$ cat config.mk
export PLATFORM = sky130hd
export DESIGN_NAME = prsw_ctrl
export DESIGN_NICKNAME = d
export VERILOG_FILES = /design/src/hdl/prsw_pkg.sv /design/src/hdl/prsw_ctrl.sv
export SDC_FILE = /design/constraint.sdc
export NUM_CORES = 1
export LEC_CHECK = 0
export ABC_AREA = 1
export BUFFER_PORTS_ARGS = -buffer_cell sky130_fd_sc_hd__buf_2
export CORE_UTILIZATION = 60
export DETAILED_ROUTE_END_ITERATION = 7
export PLACE_DENSITY = 0.84
export SYNTH_ARGS = -nofsm -noshare
export SYNTH_HDL_FRONTEND = slang
export SYNTH_SLANG_ARGS = --single-unit
$ cat constraint.sdc
create_clock -name clk -period 4.6 [get_ports clk]
set_input_delay 0.69 -clock clk [delete_from_list [all_inputs] [get_ports clk]]
set_output_delay 0.69 -clock clk [all_outputs]
set_load 0.005 [all_outputs]
$ cat src/hdl/prsw_pkg.sv
// prsw_pkg: shared types, codes and constants for the portal ray sector walk
// used by prsw_ctrl, prsw_dp and portal_ray_sector_walk; no dependencies
package prsw_pkg;

	// field widths fixed by the interface
	localparam int SEC_ID_W  = 8;
	localparam int EDGE_ID_W = 4;
	localparam int XY_W      = 32;
	localparam int NB_W      = 9;
	localparam int VC_W      = 5;
	localparam int DIR_W     = 16;
	localparam int CMD_W     = 2;

	// default sizes
	localparam int DEF_MAX_SECTORS = 256;
	localparam int DEF_MAX_VERTS   = 16;
	localparam int DEF_MAX_HOPS    = 64;

	// arithmetic constants (epsilons in lsb of the Q18.14 ray parameter)
	localparam int T_EPS     = 7;
	localparam int ADV_EPS   = 66;
	localparam int DIV_BITS  = 32;
	localparam int MUL_STEPS = 6;
	localparam int STEP_W    = 5;

	typedef enum logic [CMD_W-1:0] {
		CMD_WRITE_VERT = 2'd0,
		CMD_SET_COUNT  = 2'd1,
		CMD_QUERY      = 2'd2,
		CMD_NOP        = 2'd3
	} cmd_code_t;

	typedef enum logic [4:0] {
		OP_IDLE,
		OP_WR_VERT,
		OP_WR_CNT,
		OP_START,
		OP_CNT_RD,
		OP_CNT_LD,
		OP_VA_RD,
		OP_VA_LD,
		OP_VB_RD,
		OP_VB_LD,
		OP_DIFF,
		OP_MUL,
		OP_EVAL,
		OP_CHK,
		OP_DIV,
		OP_HIT,
		OP_NEXTE,
		OP_ADV_MX,
		OP_ADV_AX,
		OP_ADV_AY,
		OP_OUT
	} dp_op_t;

	typedef enum logic [4:0] {
		ST_IDLE,
		ST_HOP,
		ST_CNT,
		ST_VA_RD,
		ST_VA_LD,
		ST_VB_RD,
		ST_VB_LD,
		ST_DIFF,
		ST_MUL,
		ST_EVAL,
		ST_CHK,
		ST_DIV,
		ST_HIT,
		ST_NEXTE,
		ST_ENDH,
		ST_ADVX,
		ST_ADVY,
		ST_DONE
	} state_t;

	typedef struct packed {
		dp_op_t             op;
		logic [STEP_W-1:0]  step;
	} dp_cmd_t;

	typedef struct packed {
		logic sec_ok;
		logic n_lt2;
		logic last_edge;
		logic skip;
		logic sat;
		logic found;
		logic wall;
	} dp_sts_t;

endpackage

$ cat src/hdl/prsw_ctrl.sv
// prsw_ctrl: sequencer for writes and ray walk queries, output valid flag
// depends on prsw_pkg
module prsw_ctrl #(
	parameter int MAX_HOPS = prsw_pkg::DEF_MAX_HOPS
) (
	input  logic                          clk,
	input  logic                          arst_n,
	input  logic                          in_valid,
	output logic                          in_stall,
	input  logic [prsw_pkg::CMD_W-1:0]    command,
	output logic                          out_valid,
	input  logic                          out_stall,
	output prsw_pkg::dp_cmd_t             cmd,
	input  prsw_pkg::dp_sts_t             sts
);

	localparam int HW = $clog2(MAX_HOPS + 1);

	prsw_pkg::state_t               state_q, state_d;
	logic [prsw_pkg::STEP_W-1:0]    cnt_q, cnt_d;
	logic [HW-1:0]                  hop_q, hop_d;
	logic                           out_valid_q, out_valid_d;

	always_ff @(posedge clk or negedge arst_n) begin
		if (!arst_n) begin
			state_q     <= prsw_pkg::ST_IDLE;
			cnt_q       <= '0;
			hop_q       <= '0;
			out_valid_q <= 1'b0;
		end else begin
			state_q     <= state_d;
			cnt_q       <= cnt_d;
			hop_q       <= hop_d;
			out_valid_q <= out_valid_d;
		end
	end

	always_comb begin
		state_d     = state_q;
		cnt_d       = cnt_q;
		hop_d       = hop_q;
		out_valid_d = out_valid_q && out_stall;
		cmd.op      = prsw_pkg::OP_IDLE;
		cmd.step    = cnt_q;
		in_stall    = 1'b1;
		unique case (state_q)
			prsw_pkg::ST_IDLE: begin
				in_stall = 1'b0;
				if (in_valid) begin
					case (prsw_pkg::cmd_code_t'(command))
						prsw_pkg::CMD_WRITE_VERT: cmd.op = prsw_pkg::OP_WR_VERT;
						prsw_pkg::CMD_SET_COUNT:  cmd.op = prsw_pkg::OP_WR_CNT;
						prsw_pkg::CMD_QUERY: begin
							cmd.op  = prsw_pkg::OP_START;
							hop_d   = '0;
							state_d = prsw_pkg::ST_HOP;
						end
						default: ;
					endcase
				end
			end
			prsw_pkg::ST_HOP: begin
				if (hop_q == HW'(MAX_HOPS) || !sts.sec_ok) begin
					state_d = prsw_pkg::ST_DONE;
				end else begin
					cmd.op  = prsw_pkg::OP_CNT_RD;
					state_d = prsw_pkg::ST_CNT;
				end
			end
			prsw_pkg::ST_CNT: begin
				cmd.op  = prsw_pkg::OP_CNT_LD;
				state_d = prsw_pkg::ST_VA_RD;
			end
			prsw_pkg::ST_VA_RD: begin
				if (sts.n_lt2) begin
					state_d = prsw_pkg::ST_DONE;
				end else begin
					cmd.op  = prsw_pkg::OP_VA_RD;
					state_d = prsw_pkg::ST_VA_LD;
				end
			end
			prsw_pkg::ST_VA_LD: begin
				cmd.op  = prsw_pkg::OP_VA_LD;
				state_d = prsw_pkg::ST_VB_RD;
			end
			prsw_pkg::ST_VB_RD: begin
				cmd.op  = prsw_pkg::OP_VB_RD;
				state_d = prsw_pkg::ST_VB_LD;
			end
			prsw_pkg::ST_VB_LD: begin
				cmd.op  = prsw_pkg::OP_VB_LD;
				state_d = prsw_pkg::ST_DIFF;
			end
			prsw_pkg::ST_DIFF: begin
				cmd.op  = prsw_pkg::OP_DIFF;
				cnt_d   = '0;
				state_d = prsw_pkg::ST_MUL;
			end
			prsw_pkg::ST_MUL: begin
				cmd.op = prsw_pkg::OP_MUL;
				if (cnt_q == prsw_pkg::STEP_W'(prsw_pkg::MUL_STEPS)) begin
					state_d = prsw_pkg::ST_EVAL;
				end else begin
					cnt_d = cnt_q + 1'b1;
				end
			end
			prsw_pkg::ST_EVAL: begin
				cmd.op  = prsw_pkg::OP_EVAL;
				state_d = prsw_pkg::ST_CHK;
			end
			prsw_pkg::ST_CHK: begin
				cmd.op = prsw_pkg::OP_CHK;
				cnt_d  = '0;
				if (sts.skip) begin
					state_d = prsw_pkg::ST_NEXTE;
				end else if (sts.sat) begin
					state_d = prsw_pkg::ST_HIT;
				end else begin
					state_d = prsw_pkg::ST_DIV;
				end
			end
			prsw_pkg::ST_DIV: begin
				cmd.op = prsw_pkg::OP_DIV;
				if (cnt_q == prsw_pkg::STEP_W'(prsw_pkg::DIV_BITS - 1)) begin
					state_d = prsw_pkg::ST_HIT;
				end else begin
					cnt_d = cnt_q + 1'b1;
				end
			end
			prsw_pkg::ST_HIT: begin
				cmd.op  = prsw_pkg::OP_HIT;
				state_d = prsw_pkg::ST_NEXTE;
			end
			prsw_pkg::ST_NEXTE: begin
				cmd.op  = prsw_pkg::OP_NEXTE;
				state_d = sts.last_edge ? prsw_pkg::ST_ENDH : prsw_pkg::ST_VB_RD;
			end
			prsw_pkg::ST_ENDH: begin
				if (!sts.found || sts.wall) begin
					state_d = prsw_pkg::ST_DONE;
				end else begin
					cmd.op  = prsw_pkg::OP_ADV_MX;
					state_d = prsw_pkg::ST_ADVX;
				end
			end
			prsw_pkg::ST_ADVX: begin
				cmd.op  = prsw_pkg::OP_ADV_AX;
				state_d = prsw_pkg::ST_ADVY;
			end
			prsw_pkg::ST_ADVY: begin
				cmd.op  = prsw_pkg::OP_ADV_AY;
				hop_d   = hop_q + 1'b1;
				state_d = prsw_pkg::ST_HOP;
			end
			prsw_pkg::ST_DONE: begin
				if (!out_valid_q || !out_stall) begin
					cmd.op      = prsw_pkg::OP_OUT;
					out_valid_d = 1'b1;
					state_d     = prsw_pkg::ST_IDLE;
				end
			end
			default: state_d = prsw_pkg::ST_IDLE;
		endcase
	end

	assign out_valid = out_valid_q;

endmodule

# ---- After elaboration in Yosys (flattened, before gate mapping)
# Cells that the tools add are included.
dict set report totals {
  inputBits 13
  romBits 0
  regBits 18
  n_memories 0
  mem_bits_rw 0
  wordCells 79
  out_inout_bits 12
  latchBits 0
}
dict set report classes {
  n_lt_le_gt_ge 0
  addsub 2
  n_reduce_logical 16
  eq_ne 29
  div 0
  mux 28
  bitwise 0
  mul 0
  shifts 0
}
# op n
set ops {}
lappend ops {{5-bit one-hot mux with 18 select lines} 2}
lappend ops {{5-bit 2-to-1 mux} 12}
lappend ops {{5-bit by 4-bit equality test with 1-bit output, second input constant} 8}
lappend ops {{5-bit by 3-bit equality test with 1-bit output, second input constant} 5}
lappend ops {{5-bit equality test, second input constant} 3}
lappend ops {{5-bit one-hot mux with 3 select lines} 1}
lappend ops {{7-bit 2-to-1 mux} 2}
lappend ops {{7-bit one-hot mux with 2 select lines} 1}
lappend ops {{3-bit 2-to-1 mux} 4}
lappend ops {{2-bit inequality test, second input constant} 6}
lappend ops {{5-bit by 2-bit equality test with 1-bit output, second input constant} 2}
lappend ops {{7-bit by 1-bit adder with 7-bit output, second input constant} 1}
lappend ops {{7-bit equality test, second input constant} 1}
lappend ops {{2-bit one-hot mux with 3 select lines} 1}
lappend ops {{3-bit AND reduction} 2}
lappend ops {{5-bit by 1-bit adder with 5-bit output, second input constant} 1}
lappend ops {{5-bit by 1-bit equality test with 1-bit output, second input constant} 1}
lappend ops {{5-bit zero test} 1}
lappend ops {{5-bit AND reduction} 1}
lappend ops {{1-bit zero test} 4}
lappend ops {{4-bit 2-to-1 mux} 1}
lappend ops {{1-bit logical OR} 3}
lappend ops {{1-bit 2-to-1 mux} 3}
lappend ops {{3-bit nonzero test} 1}
lappend ops {{other kinds (8)} 8}

# ---- Logic depth before layout (Yosys ltp)
dict set report logic_depth {
  depth_word 4
  depth_mapped 10
  ltp_nobuf 10
}

# ---- Worst setup path before layout
# No wires, ideal clock.
dict set report synth_timing {
  path_type {input to output}
  from {in command[0] (netlist name)}
  to {out cmd[6] (netlist name)}
  n_path_buf 0
  required_ns 3.910
  stages 5
  t_arrival_ns 1.236
  path_slack_ns 2.674
  cell_sequence {inv_1 ha_1 nor2_1 a21oi_1 nand4_1}
}
# item line
set synth_rtl {}
lappend synth_rtl {{start, declared} prsw_ctrl.sv:10} ;# input logic [prsw_pkg::CMD_W-1:0] command,
lappend synth_rtl {{end, declared} prsw_ctrl.sv:13} ;# output prsw_pkg::dp_cmd_t cmd,

==> reports/qor.txt <==
Min Clock Period, post-route - 2.427 ns
Initial Utilization - 0.6601
CTS sink cnt - 18
combinational share of power - 0.582
Max Clock Freq - 412.0 MHz
cts bufs inserted - 3
Post-Syn Area - 0.001516 mm2
Slowest-stage cell, CP - dfrtp_1
die area - 0.002733 mm2
worst hold slack - 0.3030 ns
First-pass DRT Iterations - 4
Final #Nets - 269
Synth warnings - 0
worst-margin pin slew - 0.3944 ns
worst-path fanout max - 14
Pwr per Cell Area - 486.1 mW/mm2
Flop pwr share - 0.324
CTS tree - yes
Cell Chain, Critical Path - inv_2 -> nand2_1 -> nor2_4 -> nand3_2 -> nand2_1 -> inv_1 -> nand3b_1 -> buf_2
total negative slack - 0 ns
routability cong. - 0.8618
io pins - 25
H-tree Lvls - 1
post-cts sizing count - 0
Syn-to-layout area delta - 10.97%
Reg clk slew, reported paths - 0.10 ns
initial DRC count - 31
Net Switching - 406.7 uW
via count - 1,466
DR vias/cell - 5.312
CTS Hold Buffers Added - 0
antenna viol nets, final - 0
clock network fraction of design power - 0.095
DR WL/cell - 11.96 um
Critical Path End Type - primary output
critical path required time - 3.91 ns
post-CTS setup buffer count - 0
Slew HR - 0.7370
hold crit path type - input port to asynchronous set/reset pin
initial antenna violation count - 0
max-slew violation count - 0
core area - 0.002297 mm2
Int Power - 411.3 uW
post-route cell area - 0.001683 mm2
Area after DPL - 0.001660 mm2
WL final - 3.301 mm
RSZ-0062 raised after global routing - false
Port Buffer Count - 24
Sw Ratio - 0.4972
final hold vios - 0
Startpoint Class - flip-flop
CTS root buffer - clkbuf_4
most frequent cells in the layout - nand2_1 (46), inv_1 (31), nor2_1 (31), nand3_1 (26), buf_2 (24)
ant diodes - 0
grt total ovfl - 0
Finished Core Util - 0.7326
Final Setup Violations - 0
# DRC - 0
CTS Buffer Depth - 2
critical path arrival - 1.74 ns
largest net degree at the start of global routing - 19
Leak Pwr - 0.9633 nW
Cell Rows - 17
global-route wire length before repair - 5.554 mm
Syn Area/Cell - 6.831 um2
Max-Cap Viols - 0
Die Ht - 52.28 um
Die X - 52.28 um
#FFs+latches synth - 18
Mapped Nets - 241
detailed placement HPWL - 2.659 mm
Distinct cells, synth - 27
Post-Synthesis Cells - 222
commonest non-fill, non-tap cell in the layout - nand2_1
Clock Latency Late Sink - 0.29 ns
most frequent CP cell - nand2_1
number of global-route vias before repair - 1,297
Worst Skew - 0.005433 ns
CP peak stage delay - 0.45 ns
CP Class - flip-flop to primary output
Max IR drop VDD - 0.3348 mV
period utilization - 0.5276
layout cell share with drive strength beyond 1 - 0.2419
post-synthesis sequential area ratio - 0.2970
Total GRT Usage - 0.2779
total power - 818.0 uW
status - complete, no violations
==> per-layer routing <==
layer / global-route usage / share of wire / vias up
met4: 0.1096 / 0.020 / 0
li1: - / - / 768
met1: 0.3407 / 0.48 / 648
met2: 0.4979 / 0.47 / 42
met5: 0 / 0 / -
met3: 0.02609 / 0.035 / 8
==> kinds of logic (layout without fill, tap and decap cells) <==
logic type,count (synthesis),in the layout,synth area share
AO/OA/AOI/OAI,21,21,0.08828
XOR/XNOR,2,2,0.01155
adder cells (fa/ha/maj),6,6,0.04950
buffers and inverters,36,62,0.09405
flip-flops,18,18,0.2970
AND/OR/NAND/NOR,139,139,0.4596
==> synth_stat cells <==
cell,instances,share of area
a21o_1,1,0.0050
a21oi_1,6,0.020
buf_6,1,0.0074
dfrtp_1,18,0.30
ha_1,6,0.050
inv_1,31,0.077
inv_2,4,0.0099
nand2_1,46,0.11
nand2_2,5,0.021
nand2_4,2,0.015
nand3_1,26,0.086
nand3_2,3,0.020
nand3b_1,3,0.015
nand4_1,7,0.029
nor2_1,31,0.077
nor2_2,5,0.021
nor2_4,5,0.037
nor3_1,1,0.0033
nor3_2,1,0.0066
o21a_1,2,0.0099
o21ai_0,4,0.013
o21ai_1,2,0.0066
o21ai_2,5,0.029
o31ai_1,1,0.0050
or2_0,1,0.0041
or2_2,3,0.012
xor2_1,2,0.012
==> state kept, by name, indices dropped and copies added (netlist names) <==
signal / flops
state_q: 5
hop_q: 7
cnt_q: 5
out_valid: 1
==> critical path: cells and delay by family, from the launching register on <==
kind	cells	cell delay [ns]
buffers and inverters	3	0.40
flip-flops	1	0.45
AND/OR/NAND/NOR	5	0.59
==> stage by stage <==
| step | cells | worst slack, ns |
|---|---|---|
| floorplan | 222 | 2.674 |
| detailed placement | 273 | 2.379 |
| finish | 276 | 2.173 |
| global placement | 273 | 2.418 |
| CTS | 276 | 2.195 |
| global route | 276 | 2.026 |
==> path summary, 6_finish.rpt <==
| check | start | end | slack (ns) | cells past startpoint |
|---|---|---|---|---|
| setup reg to reg | cnt_q[1]$_DFFE_PN0P_ | state_q[2]$_DFFE_PN0P_ | 2.99 | 10 |
| hold / removal | arst_n | hop_q[1]$_DFFE_PN0P_ | 0.30 | 1 |
| hold reg to reg | cnt_q[3]$_DFFE_PN0P_ | cnt_q[3]$_DFFE_PN0P_ | 0.54 | 2 |
| setup / recovery | state_q[4]$_DFFE_PN0P_ | cmd[9] | 2.17 | 8 |
| min in group clk | cnt_q[3]$_DFFE_PN0P_ | cnt_q[3]$_DFFE_PN0P_ | 0.54 | 2 |
| max in group asynchronous | arst_n | state_q[2]$_DFFE_PN0P_ | 4.01 | 1 |
==> power groups by stage <==
| stage | logic, mW | registers (mW) | clock network (mW) |
|---|---|---|---|
| final | 0.476 | 0.265 | 0.0774 |
| after global placement | 0.469 | 0.266 | 0 |
| after floorplan | 0.364 | 0.259 | 0 |
| after CTS | 0.476 | 0.264 | 0.0783 |
| after detailed placement | 0.472 | 0.268 | 0 |
| after global routing | 0.540 | 0.274 | 0.0833 |
==> area by class of cell <==
cell class              count  area (um2)
repair buffers             24       120.1
fillers                   213       614.3
inverters                  35       131.4
well taps                  28       35.03
multi-input cells         168       923.4
clock buffers               3       22.52
flip-flops and latches     18       450.4
No activity file was read; power rests on OpenSTA's default activity.
